<file path="src/hdl/pwm6_pkg.sv">
// Package with the constants, types and pin decode shared by the six-channel PWM.
`default_nettype none

package pwm6_pkg;

  localparam int unsigned NumChannels = 6;
  localparam int unsigned NumHead     = 2;
  localparam int unsigned NumTail     = 4;

  localparam logic [15:0] PeriodReset = 16'd1000;
  localparam logic [7:0]  DutyFull    = 8'd255;

  localparam logic        OpTick  = 1'b0;
  localparam logic        OpWrite = 1'b1;

  localparam logic [1:0]  PortPwm = 2'd0;

  localparam logic [4:0]  PinHead0 = 5'd7;
  localparam logic [4:0]  PinHead1 = 5'd21;
  localparam logic [4:0]  PinTail0 = 5'd12;
  localparam logic [4:0]  PinTail1 = 5'd13;
  localparam logic [4:0]  PinTail2 = 5'd17;
  localparam logic [4:0]  PinTail3 = 5'd22;

  // Channel numbers follow the bit order of the level output.
  typedef logic [2:0] chan_t;

  localparam chan_t ChHead0 = 3'd0;
  localparam chan_t ChHead1 = 3'd1;
  localparam chan_t ChTail0 = 3'd2;
  localparam chan_t ChTail1 = 3'd3;
  localparam chan_t ChTail2 = 3'd4;
  localparam chan_t ChTail3 = 3'd5;

  typedef struct packed {
    logic  hit;
    chan_t ch;
  } chan_sel_t;

  function automatic chan_sel_t decode_pin(input logic [4:0] pin);
    chan_sel_t sel;
    sel.hit = 1'b1;
    sel.ch  = ChHead0;
    unique case (pin)
      PinHead0: sel.ch = ChHead0;
      PinHead1: sel.ch = ChHead1;
      PinTail0: sel.ch = ChTail0;
      PinTail1: sel.ch = ChTail1;
      PinTail2: sel.ch = ChTail2;
      PinTail3: sel.ch = ChTail3;
      default:  sel.hit = 1'b0;
    endcase
    return sel;
  endfunction

  // Requested duty limited to 0..255.
  function automatic logic [7:0] clamp_duty(input logic signed [9:0] value);
    logic [7:0] duty;
    if (value[9]) begin
      duty = 8'd0;
    end else if (value[8]) begin
      duty = DutyFull;
    end else begin
      duty = value[7:0];
    end
    return duty;
  endfunction

endpackage

`default_nettype wire

</file>
<file path="src/hdl/six_channel_dual_mode_pwm.sv">
// Six-channel PWM with two head-aligned and four tail-aligned outputs.
`default_nettype none

// Each input item is either one tick of the shared period counter or a duty
// write to a port-0 pin, and every item yields exactly one result item with
// the six channel levels after that item. The block accepts one item per
// cycle while in_stall_o is low. An accepted item passes through the
// input register, a 16x8 multiply of period and duty, a reciprocal stage
// that divides by 255, and the stage that updates the counter and on times.
// The levels are formed from the updated state as the result register loads.
// The period register may be written only while no item is in flight.
module six_channel_dual_mode_pwm (
  input  wire logic               clk_i,
  input  wire logic               rst_ni,
  input  wire logic               cfg_we_i,
  input  wire logic        [15:0] cfg_wdata_i,
  input  wire logic               in_valid_i,
  output logic                    in_stall_o,
  input  wire logic               operation_i,
  input  wire logic        [1:0]  port_i,
  input  wire logic        [4:0]  pin_i,
  input  wire logic signed [9:0]  value_i,
  output logic                    out_valid_o,
  input  wire logic               out_stall_i,
  output logic             [5:0]  pin_levels_o,
  output logic                    period_start_o,
  output logic                    write_hit_o
);
  import pwm6_pkg::*;

  logic [15:0] period_q;
  logic [15:0] eff_period;

  // Stage 1: accepted item.
  logic              s1_valid_q;
  logic              s1_op_q;
  logic [1:0]        s1_port_q;
  logic [4:0]        s1_pin_q;
  logic signed [9:0] s1_value_q;

  // Stage 2: decoded channel and period times duty.
  logic        s2_valid_q;
  logic        s2_op_q;
  chan_sel_t   s2_sel_q;
  logic [23:0] s2_prod_q;

  // Stage 3: on time in ticks.
  logic        s3_valid_q;
  logic        s3_op_q;
  chan_sel_t   s3_sel_q;
  logic [15:0] s3_on_q;

  // Stage 4: flags of an item whose state update is done.
  logic s4_valid_q;
  logic s4_wrap_q;
  logic s4_hit_q;

  logic       out_valid_q;
  logic [5:0] out_levels_q;
  logic       out_wrap_q;
  logic       out_hit_q;

  logic rdy_out, rdy4, rdy3, rdy2, rdy1;

  logic [15:0] count_q;
  logic [15:0] head_active_q [NumHead];
  logic [15:0] head_pending_q [NumHead];
  logic [15:0] tail_on_q [NumTail];
  logic [5:0]  chan_en_q;

  chan_sel_t   s1_sel;
  logic [7:0]  s1_duty;
  logic [24:0] prod_inc;
  logic [40:0] recip_sum;
  logic        s3_fire;
  logic [16:0] count_inc;
  logic        wrap_now;
  logic        hit_now;
  logic [1:0]  tail_idx;
  logic [5:0]  levels;

  assign eff_period = (period_q == 16'd0) ? 16'd1 : period_q;

  // Each stage moves on when it is empty or the stage after it moves on.
  assign rdy_out    = !out_valid_q || !out_stall_i;
  assign rdy4       = !s4_valid_q || rdy_out;
  assign rdy3       = !s3_valid_q || rdy4;
  assign rdy2       = !s2_valid_q || rdy3;
  assign rdy1       = !s1_valid_q || rdy2;
  assign in_stall_o = !rdy1;

  always_ff @(posedge clk_i or negedge rst_ni) begin
    if (!rst_ni) begin
      period_q <= PeriodReset;
    end else if (cfg_we_i) begin
      period_q <= cfg_wdata_i;
    end
  end

  // Stage 1.
  always_ff @(posedge clk_i or negedge rst_ni) begin
    if (!rst_ni) begin
      s1_valid_q <= 1'b0;
    end else if (rdy1) begin
      s1_valid_q <= in_valid_i;
    end
  end

  always_ff @(posedge clk_i) begin
    if (rdy1 && in_valid_i) begin
      s1_op_q    <= operation_i;
      s1_port_q  <= port_i;
      s1_pin_q   <= pin_i;
      s1_value_q <= value_i;
    end
  end

  // Stage 2.
  always_comb begin
    s1_sel     = decode_pin(s1_pin_q);
    s1_sel.hit = s1_sel.hit && (s1_port_q == PortPwm) && (s1_op_q == OpWrite);
    s1_duty    = clamp_duty(s1_value_q);
  end

  always_ff @(posedge clk_i or negedge rst_ni) begin
    if (!rst_ni) begin
      s2_valid_q <= 1'b0;
    end else if (rdy2) begin
      s2_valid_q <= s1_valid_q;
    end
  end

  always_ff @(posedge clk_i) begin
    if (rdy2 && s1_valid_q) begin
      s2_op_q   <= s1_op_q;
      s2_sel_q  <= s1_sel;
      s2_prod_q <= {8'd0, eff_period} * {16'd0, s1_duty};
    end
  end

  // Stage 3: x / 255 equals ((x + 1) * 0x10101) >> 24 for every x below 2^24.
  assign prod_inc  = {1'b0, s2_prod_q} + 25'd1;
  assign recip_sum = {prod_inc, 16'd0} + {8'd0, prod_inc, 8'd0} + {16'd0, prod_inc};

  always_ff @(posedge clk_i or negedge rst_ni) begin
    if (!rst_ni) begin
      s3_valid_q <= 1'b0;
    end else if (rdy3) begin
      s3_valid_q <= s2_valid_q;
    end
  end

  always_ff @(posedge clk_i) begin
    if (rdy3 && s2_valid_q) begin
      s3_op_q  <= s2_op_q;
      s3_sel_q <= s2_sel_q;
      s3_on_q  <= recip_sum[39:24];
    end
  end

  // State update as the item leaves stage 3.
  assign s3_fire   = s3_valid_q && rdy4;
  assign count_inc = {1'b0, count_q} + 17'd1;
  assign wrap_now  = (s3_op_q == OpTick) && (count_inc >= {1'b0, eff_period});
  assign hit_now   = s3_sel_q.hit;
  assign tail_idx  = 2'(s3_sel_q.ch - ChTail0);

  always_ff @(posedge clk_i or negedge rst_ni) begin
    if (!rst_ni) begin
      count_q   <= 16'd0;
      chan_en_q <= '0;
      for (int i = 0; i < NumHead; i++) begin
        head_active_q[i]  <= 16'd0;
        head_pending_q[i] <= 16'd0;
      end
      for (int i = 0; i < NumTail; i++) begin
        tail_on_q[i] <= 16'd0;
      end
    end else if (s3_fire) begin
      if (s3_op_q == OpTick) begin
        if (wrap_now) begin
          count_q <= 16'd0;
          for (int i = 0; i < NumHead; i++) begin
            head_active_q[i] <= head_pending_q[i];
          end
        end else begin
          count_q <= count_inc[15:0];
        end
      end else if (hit_now) begin
        chan_en_q[s3_sel_q.ch] <= 1'b1;
        if (s3_sel_q.ch == ChHead0 || s3_sel_q.ch == ChHead1) begin
          head_pending_q[s3_sel_q.ch[0]] <= s3_on_q;
        end else begin
          tail_on_q[tail_idx] <= s3_on_q;
        end
      end
    end
  end

  // Stage 4.
  always_ff @(posedge clk_i or negedge rst_ni) begin
    if (!rst_ni) begin
      s4_valid_q <= 1'b0;
    end else if (rdy4) begin
      s4_valid_q <= s3_valid_q;
    end
  end

  always_ff @(posedge clk_i) begin
    if (s3_fire) begin
      s4_wrap_q <= wrap_now;
      s4_hit_q  <= hit_now;
    end
  end

  // Levels from the state that the item in stage 4 left behind.
  always_comb begin
    for (int i = 0; i < NumHead; i++) begin
      levels[i] = chan_en_q[i] && (count_q < head_active_q[i]);
    end
    for (int i = 0; i < NumTail; i++) begin
      levels[NumHead + i] = chan_en_q[NumHead + i] && (tail_on_q[i] != 16'd0) &&
                            ((tail_on_q[i] >= eff_period) ||
                             (count_q >= eff_period - tail_on_q[i]));
    end
  end

  always_ff @(posedge clk_i or negedge rst_ni) begin
    if (!rst_ni) begin
      out_valid_q <= 1'b0;
    end else if (rdy_out) begin
      out_valid_q <= s4_valid_q;
    end
  end

  always_ff @(posedge clk_i) begin
    if (rdy_out && s4_valid_q) begin
      out_levels_q <= levels;
      out_wrap_q   <= s4_wrap_q;
      out_hit_q    <= s4_hit_q;
    end
  end

  assign out_valid_o    = out_valid_q;
  assign pin_levels_o   = out_levels_q;
  assign period_start_o = out_wrap_q;
  assign write_hit_o    = out_hit_q;

  // A result is a tick or a write, so it never reports both a wrap and a hit.
  assert property (@(posedge clk_i) disable iff (!rst_ni)
    out_valid_o |-> !(period_start_o && write_hit_o))
    else $error("result reports both period start and write hit");

  // Channels only get enabled, so a high level always has its enable set.
  assert property (@(posedge clk_i) disable iff (!rst_ni)
    out_valid_o |-> ((pin_levels_o & ~chan_en_q) == 6'd0))
    else $error("disabled channel shows a high level");

  // The counter only steps by one or wraps to zero.
  assert property (@(posedge clk_i) disable iff (!rst_ni)
    (count_q != $past(count_q)) |->
      (count_q == 16'd0 || count_q == $past(count_q) + 16'd1))
    else $error("period counter jumped");

  // An empty input stage never holds off a new item.
  assert property (@(posedge clk_i) disable iff (!rst_ni)
    !s1_valid_q |-> !in_stall_o)
    else $error("input stalled with an empty input stage");

endmodule

`default_nettype wire

</file>
<file path="config.mk">
export PLATFORM = sky130hd
export DESIGN_NAME = six_channel_dual_mode_pwm
export DESIGN_NICKNAME = d
export VERILOG_FILES = /design/src/hdl/pwm6_pkg.sv /design/src/hdl/six_channel_dual_mode_pwm.sv
export SDC_FILE = /design/constraint.sdc
export NUM_CORES = 1
export LEC_CHECK = 0
export BUFFER_PORTS_ARGS = -buffer_cell sky130_fd_sc_hd__buf_2
export CAP_MARGIN = 10
export CORE_AREA = 4 4 185 187
export CTS_CLUSTER_DIAMETER = 50
export CTS_CLUSTER_SIZE = 28
export DETAILED_ROUTE_END_ITERATION = 16
export DIE_AREA = 0 0 189 191
export PLACE_DENSITY = 0.8
export SYNTH_ARGS = -nofsm -noshare
export SYNTH_HDL_FRONTEND = slang
export SYNTH_SLANG_ARGS = --single-unit
</file>
<file path="constraint.sdc">
create_clock -name clk_i -period 7.31 [get_ports clk_i]
set_input_delay 0.731 -clock clk_i [delete_from_list [all_inputs] [get_ports clk_i]]
set_output_delay 0.731 -clock clk_i [all_outputs]
set_load 0.005 [all_outputs]
</file>
Word level (Yosys, flattened, before mapping) --
Index checks and enable logic that the tools add are counted.
Storage, ports and cells: bits in registers 249, output and inout bits 10, word-level logic and storage cells 137
Cells by class: $add $sub $neg 9, multipliers 1, order comparisons 17, equal/unequal tests 7, mux-type cells 14, bitwise logic cells 5, reductions and logical operators 51
Operators with widths (count):
- $ge A16 B16 Y1 | 8
- $bwmux W64 | 1
- $mux W16 | 4
- $reduce_bool A16 Y1 | 4
- $sub A16 B16 Y16 | 4
- $add A40 B25 Y40 | 1
- $add A40 B33 Y40 | 1
- $bwmux W32 | 1
- $demux W16 S2 | 1
- $lt A16 B16 Y1 | 2
- $add A24 B1 Y25 const B | 1
- $mul A16 B8 Y24 | 1
- $logic_and A1 B1 Y1 | 21
- $add A16 B1 Y17 const B | 1
- $ge A17 B16 Y1 | 1
- $demux W16 S1 | 1
- $logic_not A16 Y1 | 1
- $mux W8 | 2
- $eq A5 B5 Y1 const B | 3
- $pmux W3 S5 | 1
- $eq A5 B4 Y1 const B | 2
- $logic_or A1 B1 Y1 | 10
- $reduce_and A4 Y1 | 2
- $logic_not A1 Y1 | 7
- other kinds (20) | 23

Depth between registers and ports, before layout --
depth after elaboration 7, depth in mapped cells 21, depth with buffers taken out 20

Least setup slack after synthesis --
OpenSTA, ideal clock, no wires.
kind register to register, start register period_q[9], end register s2_prod_q[23] (data pin), data arrival time 5424 ps, required time 7055 ps, path slack 1631 ps, cell stages (with the launch flop) 21, path through dfstp_2 > nor4_1 > a41oi_1 > inv_1 > nand2_1 > fa_1 > fa_1 > inv_1 > fa_1 > inv_1 > fa_1 > inv_1 > ha_1 > o21a_1 > o31a_1 > o221ai_2 > a21oi_2 > o41ai_4 > o21ai_2 > or4b_1 > and3_1
On the way: cells in the longest elaborated chain, start to end 3
Ends and longest elaborated chain:
- start: declaration | RTL line six_channel_dual_mode_pwm.sv:31 | logic [15:0] period_q;
- start signal: assignment | RTL line six_channel_dual_mode_pwm.sv:94 | period_q <= PeriodReset;
- start signal: assignment | RTL line six_channel_dual_mode_pwm.sv:96 | period_q <= cfg_wdata_i;
- $logic_not A16 Y1 | RTL line six_channel_dual_mode_pwm.sv:82 | assign eff_period = (period_q == 16'd0) ? 16'd1 : period_q;
- $mux W16 * | RTL line six_channel_dual_mode_pwm.sv:82
- $mul A16 B8 Y24 * | RTL line six_channel_dual_mode_pwm.sv:137 | s2_prod_q <= {8'd0, eff_period} * {16'd0, s1_duty};
- end signal: assignment | RTL line six_channel_dual_mode_pwm.sv:137
- end: declaration | RTL line six_channel_dual_mode_pwm.sv:45 | logic [23:0] s2_prod_q;
Mark *: on every way between the ends. The rest lies on a longest branch, timed or not. A chain may end at the register's enable or synchronous reset.

Worst setup path in the final report --
start register period_q[2], end register s2_prod_q[22] (data pin)
The elaborated chain is that of the path after synthesis.

==> metrics.md <==
| Metric | Value |
|---|---|
| Status | `finished clean` |
| Worst Path Arrival | `6.33 ns` |
| GRT Total Usage | `31.9%` |
| Worst path required time | `7.64 ns` |
| Syn avg cell area | `9.85 sq um` |
| Post-Synth Simple-Gate Area | `14.5%` |
| Post-Synth XOR/XNOR Area | `4.60%` |
| Die footprint | `36100 sq um` |
| Hpwl dp | `41800 microns` |
| Largest net degree at the start of global routing | `109` |
| Final setup TNS | `0 ns` |
| Post-CTS Repair Setup Buffers | `0` |
| Total of max-cap violations | `0` |
| DR vias/cell | `6.27` |
| Crit Path Category | `flip-flop to flip-flop` |
| Via count | `16500` |
| Worst path slowest cell | `dfrtp_1` |
| Post-Syn Area | `20900 sq um` |
| Sequential fraction of design power | `28.0%` |
| Commonest cells post-synth | `inv_1 (272), ha_1 (260), dfrtp_1 (165), nor3_1 (142), nand2_1 (122)` |
| Worst-skew pair later-pin latency | `0.63 ns` |
| Clock root cell | `clkbuf_16` |
| Synth area leader | `dfrtp_1` |
| Final Power | `9.55 mW` |
| Site Rows | `66` |
| Area Growth Syn to Fin | `8.95%` |
| TritonRoute pass-1 iters | `6` |
| EDFF count, synth | `78` |
| Main combinational cell family by area after synthesis | `adder cells` |
| DR WL/cell | `21.5 microns` |
| Synth warn | `0` |
| CTS Sinks | `249` |
| Final wirelength | `56600 microns` |
| Num CTS Buffers | `30` |
| Count of cell types in the netlist | `92` |
| Fmax | `167 MHz` |
| CTS Hold Bufs | `0` |
| Area contributors post-synth | `dfrtp_1 (20%), ha_1 (16%), edfxtp_1 (11%)` |
| Final Net Count | `2562` |
| Grt ovf | `0` |
| Ant diodes | `0` |
| Global-route wire length before repair | `90700 microns` |
| Top cell type's share of synthesized area | `19.7%` |
| 1st-iter DRT viols | `1198` |
| Register area share after synthesis | `31.6%` |
| Clk pwr share | `17.6%` |
| DRC errors left | `0` |
| Compound-Gate Fraction of Synth Area | `11.3%` |
| Fin Clk Skew | `0.0521 ns` |
| Startpoint Class | `flip-flop` |
| Final period util | `82.1%` |
| CP Cell Sequence | `clkinv_1, nor3_1, fa_1, fa_1, fa_1, inv_1, fa_1, inv_1, ha_1, a211oi_1, o211ai_1, a41oi_1, a211oi_1, o21a_1, o21ai_0, o21ai_0, xor2_1` |
| Die H | `191 microns` |
| Final Setup Violations | `0` |
| Crit path largest cell delay | `0.60 ns` |
| Total I/O pin count | `49` |
| Final Max Slew Viols | `0` |
| Fraction of layout cells with a size suffix above 1 | `13.1%` |
| Most used cell, CP | `fa_1` |
| Synth Instances | `2127` |
| Post-CTS sizing | `0` |
| Chip Width | `189 microns` |
| Port-buffer cells | `48` |
| RSZ-0062 raised after global routing | `no` |
| Endpoints failing hold | `0` |
| TritonCTS clock tree | `done` |
| GPL Wtd Cong | `1.01` |
| Final antenna-violating net count | `0` |
| Crit. End Element | `flip-flop` |
| Logic pwr share | `54.4%` |
| Post-Synth Adder-Cell Area | `24.8%` |
| Initial Util | `64.6%` |
| Cell area power density | `419 nW/um^2` |
| H-Tree Depth | `1` |
| Switching power total | `4.27 mW` |
| Top_reg_cell synth | `dfrtp_1` |
| Cell Int Power | `5.29 mW` |
| CP max FO | `9` |
| Static Leak | `11.0 nW` |
| Worst min path class | `input pin to asynchronous set/reset pin` |
| Max_slew headroom | `28.7%` |
| Worst-Margin Slew | `1.07 ns` |
| Crit path time final | `6.00 ns` |
| Vias in the first global route | `17000` |
| Worst VDD drop | `0.408 mV` |
| Max Buffers Root-to-Sink | `3` |
| Core area | `32500 sq um` |
| Mux cell area share after synthesis | `6.76%` |
| Antenna violations before repair | `0` |
| Clock slew at reported path FFs | `0.07 ns` |
| Asr flop ratio synth | `68.7%` |
| Sw Ratio | `44.6%` |
| #FFs+latches synth | `249` |
| Mapped Nets | `2523` |
| Most frequent cell after synthesis | `inv_1` |
==> worst max-delay path, delay by kind of cell (launching register included) <==
| family | cells | cell delay [ns] |
|---|---|---|
| AOI/OAI and AO/OA | 7 | 1.72 |
| and+or+nand+nor | 1 | 0.37 |
| buffers and inverters | 3 | 0.46 |
| xor gates and xnor gates | 1 | 0.15 |
| DFF | 1 | 0.60 |
| adders and majority gates | 5 | 2.42 |
==> layer usage <==
metal  vias up  part of all wire [%]  global-route usage [%]
met4         0                   8.1                    20.0
met5         -                     0                       0
met3       245                   6.0                    3.91
met1      8047                    38                    39.1
li1       7547                     -                       -
met2       671                    47                    54.0
==> flip-flops by register name, indices dropped and copies added (netlist names), 3 cells and up <==
register        flops
s3_sel_q            3
s1_pin_q            5
chan_en_q           6
count_q            16
tail_on_q          64
period_q           16
s1_value_q         10
s2_sel_q            4
head_active_q      32
s2_prod_q          24
pin_levels_o        6
head_pending_q     32
s3_on_q            16
==> final timing paths <==
check | from | slack [ns] | cells past startpoint | endpoint
setup / recovery | period_q[2] | 1.31 | 17 | s2_prod_q[22]
hold / removal | rst_ni | 0.21 | 1 | tail_on_q[45]
setup reg to reg | period_q[2] | 1.31 | 17 | s2_prod_q[22]
hold reg to reg | s4_hit_q | 0.40 | 0 | write_hit_o
max in group asynchronous | rst_ni | 5.53 | 2 | s1_valid_q
min in group clk_i | pin_i[2] | 0.32 | 1 | s1_pin_q[2]
==> power by group through the flow <==
stage | clock network (mW) | logic [mW] | registers [mW]
floorplan | 0 | 3.95 | 2.37
global placement | 0 | 4.90 | 2.64
detailed placement | 0 | 5.11 | 2.67
CTS | 1.70 | 5.17 | 2.65
global route | 1.76 | 5.86 | 2.71
finish | 1.68 | 5.20 | 2.67
==> layout by cell type, fill, tap and decap left out, types with 24 or more instances in the layout <==
cell and instances:
mux2_2 84, edfxtp_1 78, xor2_1 54, nand3_1 42
nor2b_1 27, a21oi_1 90, a21o_1 53, nand4_1 32
nand2_1 122, clkbuf_16 31, o21ai_0 101, inv_1 272
ha_1 260, nor3_1 142, fa_1 97, xnor2_1 56
nand2b_1 30, mux2_4 30, nor2_1 81, nor4_1 24
dfrtp_1 165, buf_2 47
==> cells by family (layout without fill, tap and decap cells) <==
kind of cell | after synthesis | after routing
flops | 249 | 249
fa+ha+maj | 357 | 357
xor+xnor | 110 | 110
mux | 116 | 116
compound gates | 362 | 362
simple gates | 587 | 587
buf+inv | 346 | 409
==> cell type report <==
class | instances | area (sq um)
multi-input combinational | 1532 | 13000
tap | 442 | 553
fill | 2470 | 9630
inverter | 284 | 1070
clock inverter | 25 | 402
timing repair buffer | 69 | 404
sequential | 249 | 6630
clock buffer | 31 | 776
==> per-stage QoR <==
stage	instances	instance area [sq um]	setup slack [ns]	util, %	hold WS [ns]
after global routing	2632	22800	1.01	70.3	0.291
after CTS	2632	22800	1.34	70.3	0.289
after floorplan	2127	20900	1.63	-	0.400
final	2632	22800	1.31	70.3	0.207
after detailed placement	2576	21600	1.35	66.7	0.413
after global placement	2574	21600	1.51	66.7	0.410
Power figures use the tool's default switching activity.
